**src/sv/nrtds_pkg.sv**
```systemverilog
// Shared types, codes and constants of the tank depth solver.
package nrtds_pkg;

    localparam int IO_W       = 32;
    localparam int RADIUS_W   = 21;
    localparam int ERR_W      = 32;
    localparam int ITER_W     = 8;
    localparam int CFG_IDX_W  = 2;
    localparam int CFG_DATA_W = 32;
    localparam int STATUS_W   = 2;

    // Q16.16 constants
    localparam int PI_Q     = 205887;
    localparam int TWO_PI_Q = 411774;
    localparam int ONE_Q    = 65536;

    localparam logic [RADIUS_W-1:0] RADIUS_RST = 21'd196608;
    localparam logic [ERR_W-1:0]    ERRLIM_RST = 32'd8389;
    localparam logic [ITER_W-1:0]   ITLIM_RST  = 8'd100;
    localparam logic [ERR_W-1:0]    ERR_SAT    = '1;

    typedef enum logic [CFG_IDX_W-1:0] {
        REG_RADIUS = 2'd0,
        REG_ERRLIM = 2'd1,
        REG_ITLIM  = 2'd2
    } cfg_reg_t;

    typedef enum logic [STATUS_W-1:0] {
        STAT_CONV  = 2'd0,
        STAT_LIMIT = 2'd1,
        STAT_ZERO  = 2'd2
    } status_t;

    // Micro-operations of one Newton step
    typedef enum logic [3:0] {
        OP_XX, OP_PXX, OP_A1, OP_AX, OP_DQ, OP_CHK, OP_T3,
        OP_F, OP_FQ, OP_Q, OP_REL, OP_LOOP, OP_EMIT
    } op_t;

    typedef struct packed {
        logic load;
        logic go;
        op_t  op;
        logic zero_stop;
        logic emit;
    } cmd_t;

    typedef struct packed {
        logic done;
        logic tank;
        logic dv_zero;
        logic again;
        logic out_free;
    } sts_t;

endpackage

```
**src/sv/nrtds_ifc.sv**
```systemverilog
// Request and result channel interfaces of the tank depth solver.
interface nrtds_req_if;
    logic               valid;
    logic               ready;
    logic               function_select;
    logic signed [31:0] target_volume;
    logic signed [31:0] initial_guess;

    modport source (output valid, function_select, target_volume, initial_guess,
                    input ready);
    modport sink   (input valid, function_select, target_volume, initial_guess,
                    output ready);
endinterface

interface nrtds_rsp_if;
    logic               valid;
    logic               ready;
    logic signed [31:0] root;
    logic signed [31:0] residual;
    logic [31:0]        relative_error;
    logic [7:0]         iterations_used;
    logic [1:0]         status;

    modport source (output valid, root, residual, relative_error, iterations_used, status,
                    input ready);
    modport sink   (input valid, root, residual, relative_error, iterations_used, status,
                    output ready);
endinterface

```
**src/sv/newton_raphson_tank_depth_solver.sv**
```systemverilog
// Newton-Raphson depth solver top level: one result word per request word,
// solving either the spherical tank volume equation or the test quadratic in
// signed Q16.16 with the relative change in Q8.24 percent. A request is taken
// only while no solve is in progress; a finished result may wait in the
// output register while the next request is taken. Each Newton step runs on
// a bit-serial multiplier, a restoring divider and a divide-by-three unit
// that takes a byte a cycle: a tank step costs five products, two quotients
// and one divide by three, a quadratic step two products and two quotients.
// The residual pass after the last step adds three products and one divide
// by three for the tank and two products for the quadratic.
module newton_raphson_tank_depth_solver #(
    parameter int VALUE_BITS = 32
) (
    input  logic                             clk,
    input  logic                             rst_n,
    input  logic                             cfg_we,
    input  logic [nrtds_pkg::CFG_IDX_W-1:0]  cfg_idx,
    input  logic [nrtds_pkg::CFG_DATA_W-1:0] cfg_data,
    nrtds_req_if.sink                        req,
    nrtds_rsp_if.source                      rsp
);
    import nrtds_pkg::*;

    cmd_t cmd;
    sts_t sts;

    // Sequence the micro-operations
    nrtds_ctrl u_ctrl (
        .clk       (clk),
        .rst_n     (rst_n),
        .req_valid (req.valid),
        .req_ready (req.ready),
        .cmd       (cmd),
        .sts       (sts)
    );

    // Hold iterates and do the arithmetic
    nrtds_dp #(.W(VALUE_BITS)) u_dp (
        .clk        (clk),
        .rst_n      (rst_n),
        .cfg_we     (cfg_we),
        .cfg_idx    (cfg_idx),
        .cfg_data   (cfg_data),
        .req_sel    (req.function_select),
        .req_volume (req.target_volume),
        .req_guess  (req.initial_guess),
        .cmd        (cmd),
        .sts        (sts),
        .rsp        (rsp)
    );

endmodule

```
**src/sv/nrtds_mul.sv**
```systemverilog
// Bit-serial signed Q16.16 multiplier with rounding and saturation.
module nrtds_mul #(
    parameter int W = 32
) (
    input  logic                clk,
    input  logic                rst_n,
    input  logic                start,
    input  logic signed [W-1:0] a,
    input  logic signed [W-1:0] b,
    output logic                done,
    output logic signed [W-1:0] p
);
    localparam int CW = $clog2(W);
    localparam logic [W-1:0] MINW = {1'b1, {(W-1){1'b0}}};
    localparam logic [W-1:0] MAXW = {1'b0, {(W-1){1'b1}}};

    logic              busy_reg;
    logic [CW-1:0]     cnt_reg;
    logic [2*W-1:0]    mcand_reg;
    logic [W-1:0]      mplier_reg;
    logic [2*W-1:0]    acc_reg;
    logic              neg_reg;
    logic [2*W-1:0]    acc_step;
    logic [W+15:0]     rsum;
    logic [W-1:0]      m;
    logic              big;

    function automatic logic [W-1:0] mag_w(input logic signed [W-1:0] v);
        return v[W-1] ? (~v + 1'b1) : v;
    endfunction

    // Add the current partial product
    assign acc_step = acc_reg + (mplier_reg[0] ? mcand_reg : '0);
    assign done     = busy_reg && (cnt_reg == CW'(W-1));

    always_ff @(posedge clk or negedge rst_n)
    begin
        if (!rst_n)
        begin
            busy_reg <= 1'b0;
        end
        else if (start)
        begin
            busy_reg <= 1'b1;
        end
        else if (done)
        begin
            busy_reg <= 1'b0;
        end
    end

    // Load operands, then shift one multiplier bit a cycle
    always_ff @(posedge clk)
    begin
        if (start)
        begin
            cnt_reg    <= '0;
            mcand_reg  <= {{W{1'b0}}, mag_w(a)};
            mplier_reg <= mag_w(b);
            acc_reg    <= '0;
            neg_reg    <= a[W-1] ^ b[W-1];
        end
        else if (busy_reg)
        begin
            acc_reg    <= acc_step;
            mcand_reg  <= mcand_reg << 1;
            mplier_reg <= mplier_reg >> 1;
            cnt_reg    <= cnt_reg + 1'b1;
        end
    end

    // Round half up at bit 16, apply the sign, saturate
    always_comb
    begin
        big  = |acc_step[2*W-1:W+15];
        rsum = {1'b0, acc_step[W+14:0]} + (W+16)'(32768);
        m    = rsum[W+15:16];
        if (big)
        begin
            p = neg_reg ? MINW : MAXW;
        end
        else if (neg_reg)
        begin
            p = ~m + 1'b1;
        end
        else
        begin
            p = (m == MINW) ? MAXW : m;
        end
    end

endmodule

```
**src/sv/nrtds_div.sv**
```systemverilog
// Restoring unsigned divider, one quotient bit a cycle.
module nrtds_div #(
    parameter int NW = 63,
    parameter int DW = 32
) (
    input  logic          clk,
    input  logic          rst_n,
    input  logic          start,
    input  logic [NW-1:0] dividend,
    input  logic [DW-1:0] divisor,
    output logic          done,
    output logic [NW-1:0] quotient
);
    localparam int CW = $clog2(NW);

    logic          busy_reg;
    logic [CW-1:0] cnt_reg;
    logic [NW-1:0] dvd_reg;
    logic [DW-1:0] dvs_reg;
    logic [DW-1:0] rem_reg;
    logic [DW:0]   shifted;
    logic [DW:0]   diff;
    logic          ge;

    // Trial subtract of the shifted remainder
    assign shifted  = {rem_reg, dvd_reg[NW-1]};
    assign diff     = shifted - {1'b0, dvs_reg};
    assign ge       = (shifted >= {1'b0, dvs_reg});
    assign quotient = {dvd_reg[NW-2:0], ge};
    assign done     = busy_reg && (cnt_reg == CW'(NW-1));

    always_ff @(posedge clk or negedge rst_n)
    begin
        if (!rst_n)
        begin
            busy_reg <= 1'b0;
        end
        else if (start)
        begin
            busy_reg <= 1'b1;
        end
        else if (done)
        begin
            busy_reg <= 1'b0;
        end
    end

    always_ff @(posedge clk)
    begin
        if (start)
        begin
            cnt_reg <= '0;
            dvd_reg <= dividend;
            dvs_reg <= divisor;
            rem_reg <= '0;
        end
        else if (busy_reg)
        begin
            rem_reg <= ge ? diff[DW-1:0] : shifted[DW-1:0];
            dvd_reg <= {dvd_reg[NW-2:0], ge};
            cnt_reg <= cnt_reg + 1'b1;
        end
    end

endmodule

```
**src/sv/nrtds_dp.sv**
```systemverilog
// Datapath: configuration, iterate registers, shared multiplier and divider.
module nrtds_dp #(
    parameter int W = 32
) (
    input  logic                                 clk,
    input  logic                                 rst_n,
    input  logic                                 cfg_we,
    input  logic [nrtds_pkg::CFG_IDX_W-1:0]      cfg_idx,
    input  logic [nrtds_pkg::CFG_DATA_W-1:0]     cfg_data,
    input  logic                                 req_sel,
    input  logic signed [nrtds_pkg::IO_W-1:0]    req_volume,
    input  logic signed [nrtds_pkg::IO_W-1:0]    req_guess,
    input  nrtds_pkg::cmd_t                      cmd,
    output nrtds_pkg::sts_t                      sts,
    nrtds_rsp_if.source                          rsp
);
    import nrtds_pkg::*;

    localparam int XW   = W + 32;
    localparam int DIVN = W + 31;
    localparam logic signed [XW-1:0] VMAX  = {{(XW-W+1){1'b0}}, {(W-1){1'b1}}};
    localparam logic signed [XW-1:0] VMIN  = {{(XW-W+1){1'b1}}, {(W-1){1'b0}}};
    localparam logic signed [XW-1:0] O32MAX = {{(XW-31){1'b0}}, {31{1'b1}}};
    localparam logic signed [XW-1:0] O32MIN = {{(XW-31){1'b1}}, {31{1'b0}}};
    localparam logic [DIVN-1:0] QCAP = {{(DIVN-W){1'b0}}, 1'b1, {(W-1){1'b0}}};
    localparam int T3_STEPS = (W + 7) / 8;
    localparam int T3_W     = T3_STEPS * 8;
    localparam int T3_CW    = $clog2(T3_STEPS + 1);

    function automatic logic signed [W-1:0] sat_w(input logic signed [XW-1:0] v);
        logic signed [W-1:0] r;
        if (v > VMAX)
            r = VMAX[W-1:0];
        else if (v < VMIN)
            r = VMIN[W-1:0];
        else
            r = v[W-1:0];
        return r;
    endfunction

    function automatic logic signed [XW-1:0] ext_w(input logic signed [W-1:0] v);
        return {{32{v[W-1]}}, v};
    endfunction

    function automatic logic [W-1:0] mag_w(input logic signed [W-1:0] v);
        return v[W-1] ? (~v + 1'b1) : v;
    endfunction

    function automatic logic [IO_W-1:0] out32(input logic signed [W-1:0] v);
        logic signed [XW-1:0] e;
        logic [IO_W-1:0]      r;
        e = ext_w(v);
        if (e > O32MAX)
            r = O32MAX[IO_W-1:0];
        else if (e < O32MIN)
            r = O32MIN[IO_W-1:0];
        else
            r = e[IO_W-1:0];
        return r;
    endfunction

    // Configuration and result handshake state
    logic [RADIUS_W-1:0] radius_reg;
    logic [ERR_W-1:0]    errlim_reg;
    logic [ITER_W-1:0]   itlim_reg;
    logic                out_valid_reg;

    // Iterate and working registers
    logic                tank_reg;
    logic signed [W-1:0] x_reg, c_reg, xx_reg, pxx_reg, a1_reg, dv_reg;
    logic signed [W-1:0] tq_reg, fv_reg, nx_reg;
    logic                tneg_reg, qneg_reg, rel_keep_reg, rel_sat_reg, zero_reg;
    logic [ERR_W-1:0]    ea_reg;
    logic [ITER_W-1:0]   iter_reg;
    op_t                 pend_reg;

    logic [IO_W-1:0]     root_reg, residual_reg, relerr_reg;
    logic [ITER_W-1:0]   iters_reg;
    logic [STATUS_W-1:0] status_reg;

    // Unit connections
    logic                mul_start, mul_done, div_start, div_done;
    logic signed [W-1:0] mul_a, mul_b, mul_p;
    logic [DIVN-1:0]     div_dvd, div_q;
    logic [W-1:0]        div_dvs;

    // Divide-by-three unit
    logic                t3_start, t3_done, t3_busy_reg;
    logic [T3_CW-1:0]    t3_cnt_reg;
    logic [T3_W-1:0]     t3_sh_reg, t3_quot;
    logic [1:0]          t3_rem_reg, t3_r;
    logic [2:0]          t3_s;
    logic [7:0]          t3_qb;

    // Combinational helpers
    logic signed [W-1:0]  radius_w, t_val, dq_val, fq_val, d1_val, twox_val;
    logic signed [XW-1:0] r_x, r3_x, t_full, diff_x, absdiff_x;
    logic [W-1:0]         num, den;
    logic [W+1:0]         den3;
    logic [W+6:0]         num100;
    logic [W-1:0]         qcap_w;
    logic signed [XW-1:0] qs_x;
    logic signed [W-1:0]  qv;
    logic signed [W-1:0]  in_c, in_x;

    assign radius_w = {{(W-RADIUS_W){1'b0}}, radius_reg};
    assign in_c     = sat_w({{W{req_volume[IO_W-1]}}, req_volume});
    assign in_x     = sat_w({{W{req_guess[IO_W-1]}}, req_guess});

    // Tank height term, quadratic function and derivative
    always_comb
    begin
        r_x      = {{(XW-RADIUS_W){1'b0}}, radius_reg};
        r3_x     = r_x + (r_x <<< 1);
        t_full   = ext_w(sat_w(r3_x)) - ext_w(x_reg);
        t_val    = sat_w(t_full);
        twox_val = sat_w(ext_w(x_reg) <<< 1);
        dq_val   = sat_w(ext_w(twox_val) - XW'(5 * ONE_Q));
        d1_val   = sat_w(ext_w(xx_reg) - ext_w(pxx_reg));
        fq_val   = sat_w(ext_w(d1_val) + XW'(6 * ONE_Q));
    end

    // Relative change operands
    always_comb
    begin
        diff_x    = ext_w(nx_reg) - ext_w(x_reg);
        absdiff_x = diff_x[XW-1] ? -diff_x : diff_x;
        num       = absdiff_x[W-1:0];
        den       = mag_w(nx_reg);
        den3      = {2'b0, den} + {1'b0, den, 1'b0};
        num100    = ({7'b0, num} << 6) + ({7'b0, num} << 5) + ({7'b0, num} << 2);
    end

    // Newton step from the capped quotient
    always_comb
    begin
        qcap_w = (div_q > QCAP) ? QCAP[W-1:0] : div_q[W-1:0];
        qs_x   = {{(XW-W){1'b0}}, qcap_w};
        if (qneg_reg)
        begin
            qs_x = -qs_x;
        end
        qv = sat_w(qs_x);
    end

    // Divide by three a byte a cycle, carrying the remainder between bytes
    always_comb
    begin
        t3_r  = t3_rem_reg;
        t3_s  = '0;
        t3_qb = '0;
        for (int i = 7; i >= 0; i--)
        begin
            t3_s     = {t3_r, t3_sh_reg[T3_W-8+i]};
            t3_qb[i] = (t3_s >= 3'd3);
            t3_r     = t3_qb[i] ? 2'(t3_s - 3'd3) : t3_s[1:0];
        end
        t3_quot = {t3_sh_reg[T3_W-9:0], t3_qb};
    end

    assign t3_done = t3_busy_reg && (t3_cnt_reg == T3_CW'(T3_STEPS - 1));

    always_ff @(posedge clk or negedge rst_n)
    begin
        if (!rst_n)
        begin
            t3_busy_reg <= 1'b0;
        end
        else if (t3_start)
        begin
            t3_busy_reg <= 1'b1;
        end
        else if (t3_done)
        begin
            t3_busy_reg <= 1'b0;
        end
    end

    // Load the height magnitude, then advance one byte a cycle
    always_ff @(posedge clk)
    begin
        if (t3_start)
        begin
            t3_cnt_reg <= '0;
            t3_sh_reg  <= T3_W'(mag_w(t_val));
            t3_rem_reg <= '0;
        end
        else if (t3_busy_reg)
        begin
            t3_cnt_reg <= t3_cnt_reg + 1'b1;
            t3_sh_reg  <= t3_quot;
            t3_rem_reg <= t3_r;
        end
    end

    // Select operands for the shared units
    always_comb
    begin
        mul_start = 1'b0;
        div_start = 1'b0;
        t3_start  = 1'b0;
        mul_a     = x_reg;
        mul_b     = x_reg;
        div_dvd   = {num100, 24'b0};
        div_dvs   = den;
        if (cmd.go)
        begin
            case (cmd.op) inside
                OP_XX, OP_PXX, OP_A1, OP_AX, OP_F: mul_start = 1'b1;
                OP_Q, OP_REL:                      div_start = 1'b1;
                OP_T3:                             t3_start  = 1'b1;
                default:                           ;
            endcase
        end
        case (cmd.op)
            OP_PXX:
            begin
                mul_a = tank_reg ? W'(PI_Q) : x_reg;
                mul_b = tank_reg ? xx_reg : W'(5 * ONE_Q);
            end
            OP_A1:
            begin
                mul_a = W'(TWO_PI_Q);
                mul_b = radius_w;
            end
            OP_AX:
            begin
                mul_a = a1_reg;
                mul_b = x_reg;
            end
            OP_F:
            begin
                mul_a = pxx_reg;
                mul_b = tq_reg;
            end
            OP_Q:
            begin
                div_dvd = {{(DIVN-W-16){1'b0}}, mag_w(fv_reg), 16'b0};
                div_dvs = mag_w(dv_reg);
            end
            default: ;
        endcase
    end

    nrtds_mul #(.W(W)) u_mul (
        .clk   (clk),
        .rst_n (rst_n),
        .start (mul_start),
        .a     (mul_a),
        .b     (mul_b),
        .done  (mul_done),
        .p     (mul_p)
    );

    nrtds_div #(.NW(DIVN), .DW(W)) u_div (
        .clk      (clk),
        .rst_n    (rst_n),
        .start    (div_start),
        .dividend (div_dvd),
        .divisor  (div_dvs),
        .done     (div_done),
        .quotient (div_q)
    );

    // Configuration writes and result valid
    always_ff @(posedge clk or negedge rst_n)
    begin
        if (!rst_n)
        begin
            radius_reg    <= RADIUS_RST;
            errlim_reg    <= ERRLIM_RST;
            itlim_reg     <= ITLIM_RST;
            out_valid_reg <= 1'b0;
        end
        else
        begin
            if (cfg_we)
            begin
                unique case (cfg_idx)
                    REG_RADIUS: radius_reg <= cfg_data[RADIUS_W-1:0];
                    REG_ERRLIM: errlim_reg <= cfg_data[ERR_W-1:0];
                    REG_ITLIM:  itlim_reg  <= cfg_data[ITER_W-1:0];
                    default:    ;
                endcase
            end
            if (cmd.emit)
            begin
                out_valid_reg <= 1'b1;
            end
            else if (rsp.ready)
            begin
                out_valid_reg <= 1'b0;
            end
        end
    end

    // Load, write back and emit
    always_ff @(posedge clk)
    begin
        if (cmd.load)
        begin
            tank_reg <= ~req_sel;
            c_reg    <= in_c;
            x_reg    <= in_x;
            iter_reg <= '0;
            zero_reg <= 1'b0;
            ea_reg   <= (errlim_reg == ERR_SAT) ? ERR_SAT : errlim_reg + 1'b1;
        end
        if (cmd.zero_stop)
        begin
            zero_reg <= 1'b1;
        end
        if (cmd.go)
        begin
            pend_reg <= cmd.op;
            case (cmd.op)
                OP_DQ:  dv_reg <= dq_val;
                OP_FQ:  fv_reg <= fq_val;
                OP_T3:  tneg_reg <= t_val[W-1];
                OP_Q:   qneg_reg <= fv_reg[W-1] ^ dv_reg[W-1];
                OP_REL:
                begin
                    rel_keep_reg <= (nx_reg == '0);
                    rel_sat_reg  <= ({2'b0, num} >= den3);
                end
                default: ;
            endcase
        end
        if (mul_done)
        begin
            case (pend_reg)
                OP_XX:   xx_reg  <= mul_p;
                OP_PXX:  pxx_reg <= mul_p;
                OP_A1:   a1_reg  <= mul_p;
                OP_AX:   dv_reg  <= sat_w(ext_w(mul_p) - ext_w(pxx_reg));
                OP_F:    fv_reg  <= sat_w(ext_w(mul_p) - ext_w(c_reg));
                default: ;
            endcase
        end
        if (t3_done)
        begin
            tq_reg <= tneg_reg ? (~t3_quot[W-1:0] + 1'b1) : t3_quot[W-1:0];
        end
        if (div_done)
        begin
            case (pend_reg)
                OP_Q:
                begin
                    nx_reg   <= sat_w(ext_w(x_reg) - ext_w(qv));
                    iter_reg <= iter_reg + 1'b1;
                end
                OP_REL:
                begin
                    x_reg <= nx_reg;
                    if (!rel_keep_reg)
                    begin
                        if (rel_sat_reg || (|div_q[DIVN-1:ERR_W]))
                            ea_reg <= ERR_SAT;
                        else
                            ea_reg <= div_q[ERR_W-1:0];
                    end
                end
                default: ;
            endcase
        end
        if (cmd.emit)
        begin
            root_reg     <= out32(x_reg);
            residual_reg <= out32(fv_reg);
            relerr_reg   <= ea_reg;
            iters_reg    <= iter_reg;
            if (ea_reg < errlim_reg)
                status_reg <= STAT_CONV;
            else if (zero_reg)
                status_reg <= STAT_ZERO;
            else
                status_reg <= STAT_LIMIT;
        end
    end

    // Status back to the controller
    assign sts.done     = mul_done | div_done | t3_done;
    assign sts.tank     = tank_reg;
    assign sts.dv_zero  = (dv_reg == '0);
    assign sts.again    = (ea_reg >= errlim_reg) && (iter_reg < itlim_reg);
    assign sts.out_free = !out_valid_reg || rsp.ready;

    // Drive the result word
    assign rsp.valid           = out_valid_reg;
    assign rsp.root            = root_reg;
    assign rsp.residual        = residual_reg;
    assign rsp.relative_error  = relerr_reg;
    assign rsp.iterations_used = iters_reg;
    assign rsp.status          = status_reg;

endmodule

```
**src/sv/nrtds_ctrl.sv**
```systemverilog
// Sequencer that steps the datapath through each Newton iteration.
module nrtds_ctrl (
    input  logic            clk,
    input  logic            rst_n,
    input  logic            req_valid,
    output logic            req_ready,
    output nrtds_pkg::cmd_t cmd,
    input  nrtds_pkg::sts_t sts
);
    import nrtds_pkg::*;

    typedef enum logic [2:0] {
        ST_IDLE = 3'b001,
        ST_RUN  = 3'b010,
        ST_WAIT = 3'b100
    } state_t;

    state_t state_reg, state_next;
    op_t    op_reg, op_next, follow;
    logic   fin_reg, fin_next;

    // Successor of each micro-operation
    always_comb
    begin
        case (op_reg)
            OP_XX:   follow = OP_PXX;
            OP_PXX:
            begin
                if (fin_reg)
                    follow = sts.tank ? OP_T3 : OP_FQ;
                else
                    follow = sts.tank ? OP_A1 : OP_DQ;
            end
            OP_A1:   follow = OP_AX;
            OP_AX:   follow = OP_CHK;
            OP_DQ:   follow = OP_CHK;
            OP_T3:   follow = OP_F;
            OP_F:    follow = fin_reg ? OP_EMIT : OP_Q;
            OP_FQ:   follow = fin_reg ? OP_EMIT : OP_Q;
            OP_Q:    follow = OP_REL;
            OP_REL:  follow = OP_LOOP;
            default: follow = OP_XX;
        endcase
    end

    // Issue, wait and decide
    always_comb
    begin
        state_next = state_reg;
        op_next    = op_reg;
        fin_next   = fin_reg;
        cmd        = '0;
        cmd.op     = op_reg;
        req_ready  = 1'b0;
        unique case (state_reg)
            ST_IDLE:
            begin
                req_ready = 1'b1;
                if (req_valid)
                begin
                    cmd.load   = 1'b1;
                    op_next    = OP_XX;
                    fin_next   = 1'b0;
                    state_next = ST_RUN;
                end
            end
            ST_RUN:
            begin
                case (op_reg)
                    OP_CHK:
                    begin
                        if (sts.dv_zero)
                        begin
                            cmd.zero_stop = 1'b1;
                            fin_next      = 1'b1;
                            op_next       = OP_XX;
                        end
                        else
                        begin
                            op_next = sts.tank ? OP_T3 : OP_FQ;
                        end
                    end
                    OP_LOOP:
                    begin
                        fin_next = !sts.again;
                        op_next  = OP_XX;
                    end
                    OP_EMIT:
                    begin
                        if (sts.out_free)
                        begin
                            cmd.emit   = 1'b1;
                            state_next = ST_IDLE;
                        end
                    end
                    OP_DQ, OP_FQ:
                    begin
                        cmd.go  = 1'b1;
                        op_next = follow;
                    end
                    default:
                    begin
                        cmd.go     = 1'b1;
                        state_next = ST_WAIT;
                    end
                endcase
            end
            ST_WAIT:
            begin
                if (sts.done)
                begin
                    op_next    = follow;
                    state_next = ST_RUN;
                end
            end
            default: state_next = ST_IDLE;
        endcase
    end

    always_ff @(posedge clk or negedge rst_n)
    begin
        if (!rst_n)
        begin
            state_reg <= ST_IDLE;
            op_reg    <= OP_XX;
            fin_reg   <= 1'b0;
        end
        else
        begin
            state_reg <= state_next;
            op_reg    <= op_next;
            fin_reg   <= fin_next;
        end
    end

endmodule

```
**src/flat_wrapper.sv**
```systemverilog
// flat-port wrapper written by rule: the top's interface ports become plain ports
module newton_raphson_tank_depth_solver_flat import nrtds_pkg::*;
#(
    parameter int VALUE_BITS = 32
)
  (clk, rst_n, cfg_we, cfg_idx, cfg_data, req_valid, req_function_select, req_target_volume, req_initial_guess, req_ready, rsp_valid, rsp_root, rsp_residual, rsp_relative_error, rsp_iterations_used, rsp_status, rsp_ready);
  nrtds_req_if req_i ();
  nrtds_rsp_if rsp_i ();
  input  logic clk;
  input  logic rst_n;
  input  logic cfg_we;
  input  logic [nrtds_pkg::CFG_IDX_W-1:0] cfg_idx;
  input  logic [nrtds_pkg::CFG_DATA_W-1:0] cfg_data;
  input wire logic [$bits(req_i.valid)-1:0] req_valid;
  input wire logic [$bits(req_i.function_select)-1:0] req_function_select;
  input wire logic [$bits(req_i.target_volume)-1:0] req_target_volume;
  input wire logic [$bits(req_i.initial_guess)-1:0] req_initial_guess;
  output wire logic [$bits(req_i.ready)-1:0] req_ready;
  output wire logic [$bits(rsp_i.valid)-1:0] rsp_valid;
  output wire logic [$bits(rsp_i.root)-1:0] rsp_root;
  output wire logic [$bits(rsp_i.residual)-1:0] rsp_residual;
  output wire logic [$bits(rsp_i.relative_error)-1:0] rsp_relative_error;
  output wire logic [$bits(rsp_i.iterations_used)-1:0] rsp_iterations_used;
  output wire logic [$bits(rsp_i.status)-1:0] rsp_status;
  input wire logic [$bits(rsp_i.ready)-1:0] rsp_ready;
  assign req_i.valid = req_valid;
  assign req_i.function_select = req_function_select;
  assign req_i.target_volume = req_target_volume;
  assign req_i.initial_guess = req_initial_guess;
  assign req_ready = req_i.ready;
  assign rsp_valid = rsp_i.valid;
  assign rsp_root = rsp_i.root;
  assign rsp_residual = rsp_i.residual;
  assign rsp_relative_error = rsp_i.relative_error;
  assign rsp_iterations_used = rsp_i.iterations_used;
  assign rsp_status = rsp_i.status;
  assign rsp_i.ready = rsp_ready;
  newton_raphson_tank_depth_solver #(.VALUE_BITS(VALUE_BITS)) u_core (.clk(clk), .rst_n(rst_n), .cfg_we(cfg_we), .cfg_idx(cfg_idx), .cfg_data(cfg_data), .req(req_i), .rsp(rsp_i));
endmodule
```
**config.mk**
```make
export PLATFORM = sky130hd
export DESIGN_NAME = newton_raphson_tank_depth_solver_flat
export DESIGN_NICKNAME = d
export VERILOG_FILES = /design/src/sv/nrtds_pkg.sv /design/src/sv/nrtds_ifc.sv /design/src/sv/newton_raphson_tank_depth_solver.sv /design/src/sv/nrtds_mul.sv /design/src/sv/nrtds_div.sv /design/src/sv/nrtds_dp.sv /design/src/sv/nrtds_ctrl.sv /design/src/flat_wrapper.sv
export SDC_FILE = /design/constraint.sdc
export NUM_CORES = 2
export LEC_CHECK = 0
export ABC_AREA = 1
export BUFFER_PORTS_ARGS = -buffer_cell sky130_fd_sc_hd__buf_4
export CORE_MARGIN = 2
export CORE_UTILIZATION = 40
export CTS_BUF_LIST = sky130_fd_sc_hd__clkbuf_8
export CTS_CLUSTER_SIZE = 30
export DETAILED_ROUTE_END_ITERATION = 12
export PLACE_DENSITY = 0.51
export SYNTH_ARGS = -nofsm -noshare
export SYNTH_HDL_FRONTEND = slang
export SYNTH_SLANG_ARGS = --single-unit
```
**constraint.sdc**
```tcl
create_clock -name clk -period 15.7 [get_ports clk]
set_input_delay 1.57 -clock clk [delete_from_list [all_inputs] [get_ports clk]]
set_output_delay 1.57 -clock clk [all_outputs]
set_load 0.02 [all_outputs]
```
## Word level (Yosys, flattened, before mapping)

Cells that the tools add are included.

| word-level totals | value |
|---|---|
| register bits | 853 |
| input bits | 104 |
| output and inout bits | 108 |
| logic and storage cells | 347 |

| operators by class | value |
|---|---|
| add/subtract/negate cells | 38 |
| magnitude comparators | 42 |
| equality and inequality tests | 35 |
| muxes and demuxes | 129 |
| bitwise logic cells | 13 |
| reductions and logical operators | 44 |

Operators with widths:

| kind | count |
|---|---|
| two-way mux 32 bit | 64 |
| adder 32 x 1 -> 32 bit (second input constant) | 9 |
| greater-than comparator 33 x 32 -> 1 bit (second input constant) | 8 |
| less-than comparator 33 x 32 -> 1 bit (second input constant) | 8 |
| inverter 32 bit | 8 |
| subtractor 32 x 32 -> 33 bit | 6 |
| two-way mux 63 bit | 3 |
| greater-than comparator 32 bit (second input constant) | 4 |
| less-than comparator 32 bit (second input constant) | 4 |
| two-way mux 64 bit | 2 |
| case mux 32 bit (4 select lines) | 1 |
| case mux 32 bit (3 select lines) | 1 |
| adder 64 bit | 1 |
| == test 32 bit (second input constant) | 2 |
| greater-than comparator 64 x 32 -> 1 bit (second input constant) | 1 |
| zero test 32 bit | 2 |
| less-than comparator 64 x 32 -> 1 bit (second input constant) | 1 |
| negation 32 -> 64 bit | 1 |
| greater-than comparator 63 x 32 -> 1 bit (second input constant) | 1 |
| adder 47 x 16 -> 48 bit (second input constant) | 1 |
| adder 38 x 37 -> 39 bit | 1 |
| adder 39 x 34 -> 39 bit | 1 |
| adder 32 x 33 -> 34 bit | 1 |
| greater-or-equal comparator 32 x 34 -> 1 bit | 1 |
| 61 further kinds | 169 |

## Depth between registers and ports, before layout

| depth | value |
|---|---|
| depth after elaboration | 18 |
| gate-level depth with buffers | 58 |
| depth with buffers taken out | 56 |

## Modules after synthesis

Synthesis repeated with hierarchy kept, for this count alone.

| unflattened totals | value |
|---|---|
| cell total of the unflattened synthesis | 10,079 |
| area total of the unflattened synthesis | 70,622.7 µm² |

Modules (own cells, without submodules):

| module | instances | cells an instance | area an instance (µm²) | sequential area each (µm²) |
|---|---|---|---|---|
| nrtds_dp | 1 | 6,230 | 45,611.2 | 14,611.5 |
| nrtds_mul | 1 | 2,557 | 15,736.3 | 3,998.8 |
| nrtds_div | 1 | 1,161 | 8,484.4 | 3,638.5 |
| nrtds_ctrl | 1 | 131 | 790.8 | 201.4 |

## Worst setup path after synthesis

Ideal clock, no wire load.

| timing path | value |
|---|---|
| path type | reg-to-reg |
| start | register u_core.u_dp.u_div.dvs_reg[1] |
| end | register u_core.u_dp.nx_reg[0] (data pin) |
| library setup time | 0.255 ns |
| arrival | 6.809 ns |
| path slack | 8.636 ns |
| cell stages (with the launch flop) | 52 |
| path buffers | 5 |
| period minus slack after synthesis | 7.064 ns |
| path through | edfxtp_1 -> inv_1 -> ha_1 -> nand2_1 -> nand2_1 -> a21oi_1 -> o21ai_1 -> a21boi_1 -> o21ai_1 -> nand4_1 -> o211ai_2 -> a21oi_1 -> nand3_1 -> nand2_1 -> buf_2 -> buf_2 -> nand2_2 -> nand3_1 -> (+16 left out) -> a21boi_1 -> o21ai_1 -> a21o_1 -> a21oi_1 -> o21ai_1 -> nand2_1 -> nand2_1 -> nand2_1 -> nand2_1 -> nand2_1 -> nand2_1 -> inv_1 -> o21ai_1 -> xor2_1 -> or2_0 -> clkbuf_1 -> buf_4 -> nand2_1 |

| between the ends | value |
|---|---|
| word-level cells in the longest chain between the ends | 11 |

Ends and longest elaborated chain:

| element | RTL line | source |
|---|---|---|
| from (decl) | nrtds_div.sv:19 | `logic [DW-1:0] dvs_reg;` |
| from (signal assigned) | nrtds_div.sv:54 | `dvs_reg <= divisor;` |
| greater-or-equal comparator 33 x 32 -> 1 bit * | nrtds_div.sv:28 | `assign ge = (shifted >= {1'b0, dvs_reg});` |
| greater-than comparator 63 x 32 -> 1 bit | nrtds_dp.sv:137 | `qcap_w = (div_q > QCAP) ? QCAP[W-1:0] : div_q[W-1:0];` |
| two-way mux 32 bit * | nrtds_dp.sv:137 |  |
| negation 32 -> 64 bit | nrtds_dp.sv:141 | `qs_x = -qs_x;` |
| two-way mux 64 bit * | nrtds_dp.sv:139 | `if (qneg_reg)` |
| less-than comparator 64 x 32 -> 1 bit | nrtds_dp.sv:34 | `else if (v < VMIN)` |
| two-way mux 32 bit | nrtds_dp.sv:34 |  |
| two-way mux 32 bit * | nrtds_dp.sv:32 | `if (v > VMAX)` |
| subtractor 32 x 32 -> 33 bit * | nrtds_dp.sv:349 | `nx_reg <= sat_w(ext_w(x_reg) - ext_w(qv));` |
| less-than comparator 33 x 32 -> 1 bit | nrtds_dp.sv:34 |  |
| two-way mux 32 bit | nrtds_dp.sv:34 |  |
| to (signal assigned) | nrtds_dp.sv:349 |  |
| to (decl) | nrtds_dp.sv:71 | `logic signed [W-1:0] tq_reg, fv_reg, nx_reg;` |

Mark *: on every way between the ends. The rest lies on a longest branch, timed or not.
A chain may end at the register's enable or synchronous reset.

## Final worst setup path

| timing path | value |
|---|---|
| start | register u_core.u_dp.u_div.dvs_reg[1] |
| end | register u_core.u_dp.nx_reg[10] (data pin) |

Same word-level chain as after synthesis.

==> results.txt <==
Vias: 63.83k
Worst hold endpoint: u_core.u_dp.rsp.relative_error[0]
Die W: 414.9 um
Worst Skew: 73.68 ps
Die ar.: 0.1721 mm^2
Synth Cell Area: 0.06753 mm^2
Resize count post-CTS: 0
Total Neg Setup Slack: 0 ps
Dpl hpwl: 211,600 um
Share of the synthesized area in the top cell type: 22.19%
Layout area overhead: 10.60%
Routed len/inst: 22.51 um
Largest net degree at the start of global routing: 72
Clk slew on worst S/H paths: 60 ps
Hold Path Depth: 0
Die height: 414.9 um
Skew-Pair Late Insertion Delay: 970 ps
Clock Path Buffers: 3
HP Start: u_core.u_dp.ea_reg[0]
Final Hold Vio Count: 0
Crit end category: flip-flop
Crit path DAT: 10,390 ps
CTS Buf Count: 162
FP Rows: 150
H-tree Lvls: 4
I/O pin count: 212
Reg2reg end: u_core.u_dp.nx_reg[10]
R2R depth: 51
Mapped Nets: 9,882
Setup violators final: 0
Detailed-router iteration count before antenna repair: 8
Drt total wl: 264,500 um
Starting Density: 40.34%
Antenna violations before repair: 17
Final GP Congestion: 0.9609
Crit start category: flip-flop
Core Area: 0.1674 mm^2
Post-route DRC violation count: 0
IO buf count: 211
Synth Register Bits: 853
Synth top cells by count: 2,205 x nand2_1, 1,210 x inv_1, 746 x a21oi_1, 726 x nor2_1, 667 x o21ai_0
CP required: 16,390 ps
Worst r2r src: u_core.u_dp.u_div.dvs_reg[1]
F_max: 103.2 MHz
TritonCTS clock tree: built
EDFF count, synth: 499
Max-cap violation count: 0
Synth cell types: 85
Top FF cell, synth: edfxtp_1
Global Route Usage Sum: 30.01%
HP Class: reg2reg
Global-route wire length before repair: 391,700 um
Post-placement cell count: 11.44k
Avg Cell Area, Syn: 7.287 um^2
Synth Instances: 9,268
Yosys top cell by area: edfxtp_1
Critical Path Slowest Stage Cell: nand2_1
R2R Setup Slk: 6010 ps
CTS Hold Buffers Added: 0
Critical path's top delay family: simple AND/OR/NAND/NOR gates
GRT overflow: 0
Critical path peak fanout: 49
Cell mode on critical path: nand2_1
RSZ-0062 raised after global routing: false
Vias in the first global route: 61.32k
Asr flop ratio synth: 8.558%
Crit path kind: reg2reg
Clk sink count: 853
Tmin final: 9692 ps
Yosys Warn Count: 0
Area contributors post-synth: edfxtp_1 22%, nand2_1 12%, ha_1 8.7%
Root Buffer: clkbuf_8
DRT antenna net count: 0
Layout cell share with drive strength beyond 1: 8.083%
Final Non-Filler Cells: 11.75k
Worst-margin pin slew: 1265 ps
Status: finished, final reports clean
Slowest stage delay, CP: 670 ps
Fin nets: 10.01k
DRT iter0 DRCs: 5,394
Slew Viols, Final: 0
WP buf/inv: 7
Fin util: 44.62%
Max-slew headroom: 14.76%
Vias per cell: 5.432
Setup bufs post-CTS: 0
Sequential area share after synthesis: 33.24%
Count leader, synth: nand2_1
Tcrit/Tclk final: 61.74%
[cells in the final DEF (no fill, tap or decap), types with 55 or more instances in the layout]
cell and instances:
clkbuf_8 180, a22oi_1 93, nand3_1 332, nor2_1 713, o21ai_0 666, edfxtp_1 499, nor3_1 141, nand4_1 119
nand2_1 2204, buf_4 314, inv_1 1258, xnor2_1 181, xor2_1 383, ha_1 471, a31oi_1 55, a21oi_1 745
dfrtp_1 62, dfxtp_1 281
[cells by family after synthesis]
kind of cell / Yosys count / share of synthesized area, %
flip-flops: 853 / 33.24
adder cells (fa/ha/maj): 510 / 9.882
multiplexers: 1 / 0.01482
buffers and inverters: 1595 / 9.082
XOR/XNOR: 569 / 7.435
AO/OA/AOI/OAI: 2006 / 17.21
AND/OR/NAND/NOR: 3734 / 23.13
[how the worst max path moves through the flow]
stage	from	cells after the start	to	slack, ps
floorplan	u_core.u_dp.u_div.dvs_reg[1]	51	u_core.u_dp.nx_reg[0]	8640
finish	u_core.u_dp.u_div.dvs_reg[1]	51	u_core.u_dp.nx_reg[10]	6010
global route	u_core.u_dp.u_div.dvs_reg[1]	51	u_core.u_dp.nx_reg[12]	4970
CTS	u_core.u_dp.u_div.dvs_reg[1]	51	u_core.u_dp.nx_reg[24]	6090
global placement	u_core.u_dp.u_div.dvs_reg[1]	51	u_core.u_dp.nx_reg[29]	6380
detailed placement	u_core.u_dp.u_div.dvs_reg[1]	51	u_core.u_dp.nx_reg[24]	6100
[stage by stage]
step | hold WS, ps | setup WS, ps | cell area (um^2)
6_report | 446.5 | 6008 | 74690
5_1_grt | 461.7 | 4973 | 74690
4_1_cts | 449.8 | 6092 | 74670
3_5_place_dp | 439.1 | 6103 | 71300
3_3_place_gp | 432.6 | 6382 | 71300
2_1_floorplan | 408.2 | 8636 | 67530
[layout make-up]
class / count / area [um^2]
multi-input combinational: 6820 / 39040
clock inverter: 124 / 899.6
clock buffer: 180 / 2477
sequential: 853 / 22450
timing repair buffer: 314 / 2357
fill: 17390 / 92720
inverter: 1248 / 4687
tap: 2204 / 2758
antenna: 8 / 20.02
[routing by layer]
layer / up-vias / wire, um / GRT usage [%] / share of wire, %
met2: 1945 / 123200 / 49.90 / 47
li1: 31260 / - / - / -
met1: 30240 / 114600 / 39.07 / 43
met5: - / 16 / 0 / 0.0060
met4: 2 / 11950 / 12.79 / 4.5
met3: 390 / 14760 / 3.882 / 5.6
Power is not shown: default switching activity piles up to over one toggle a cycle in this logic, so the estimate is an artifact.
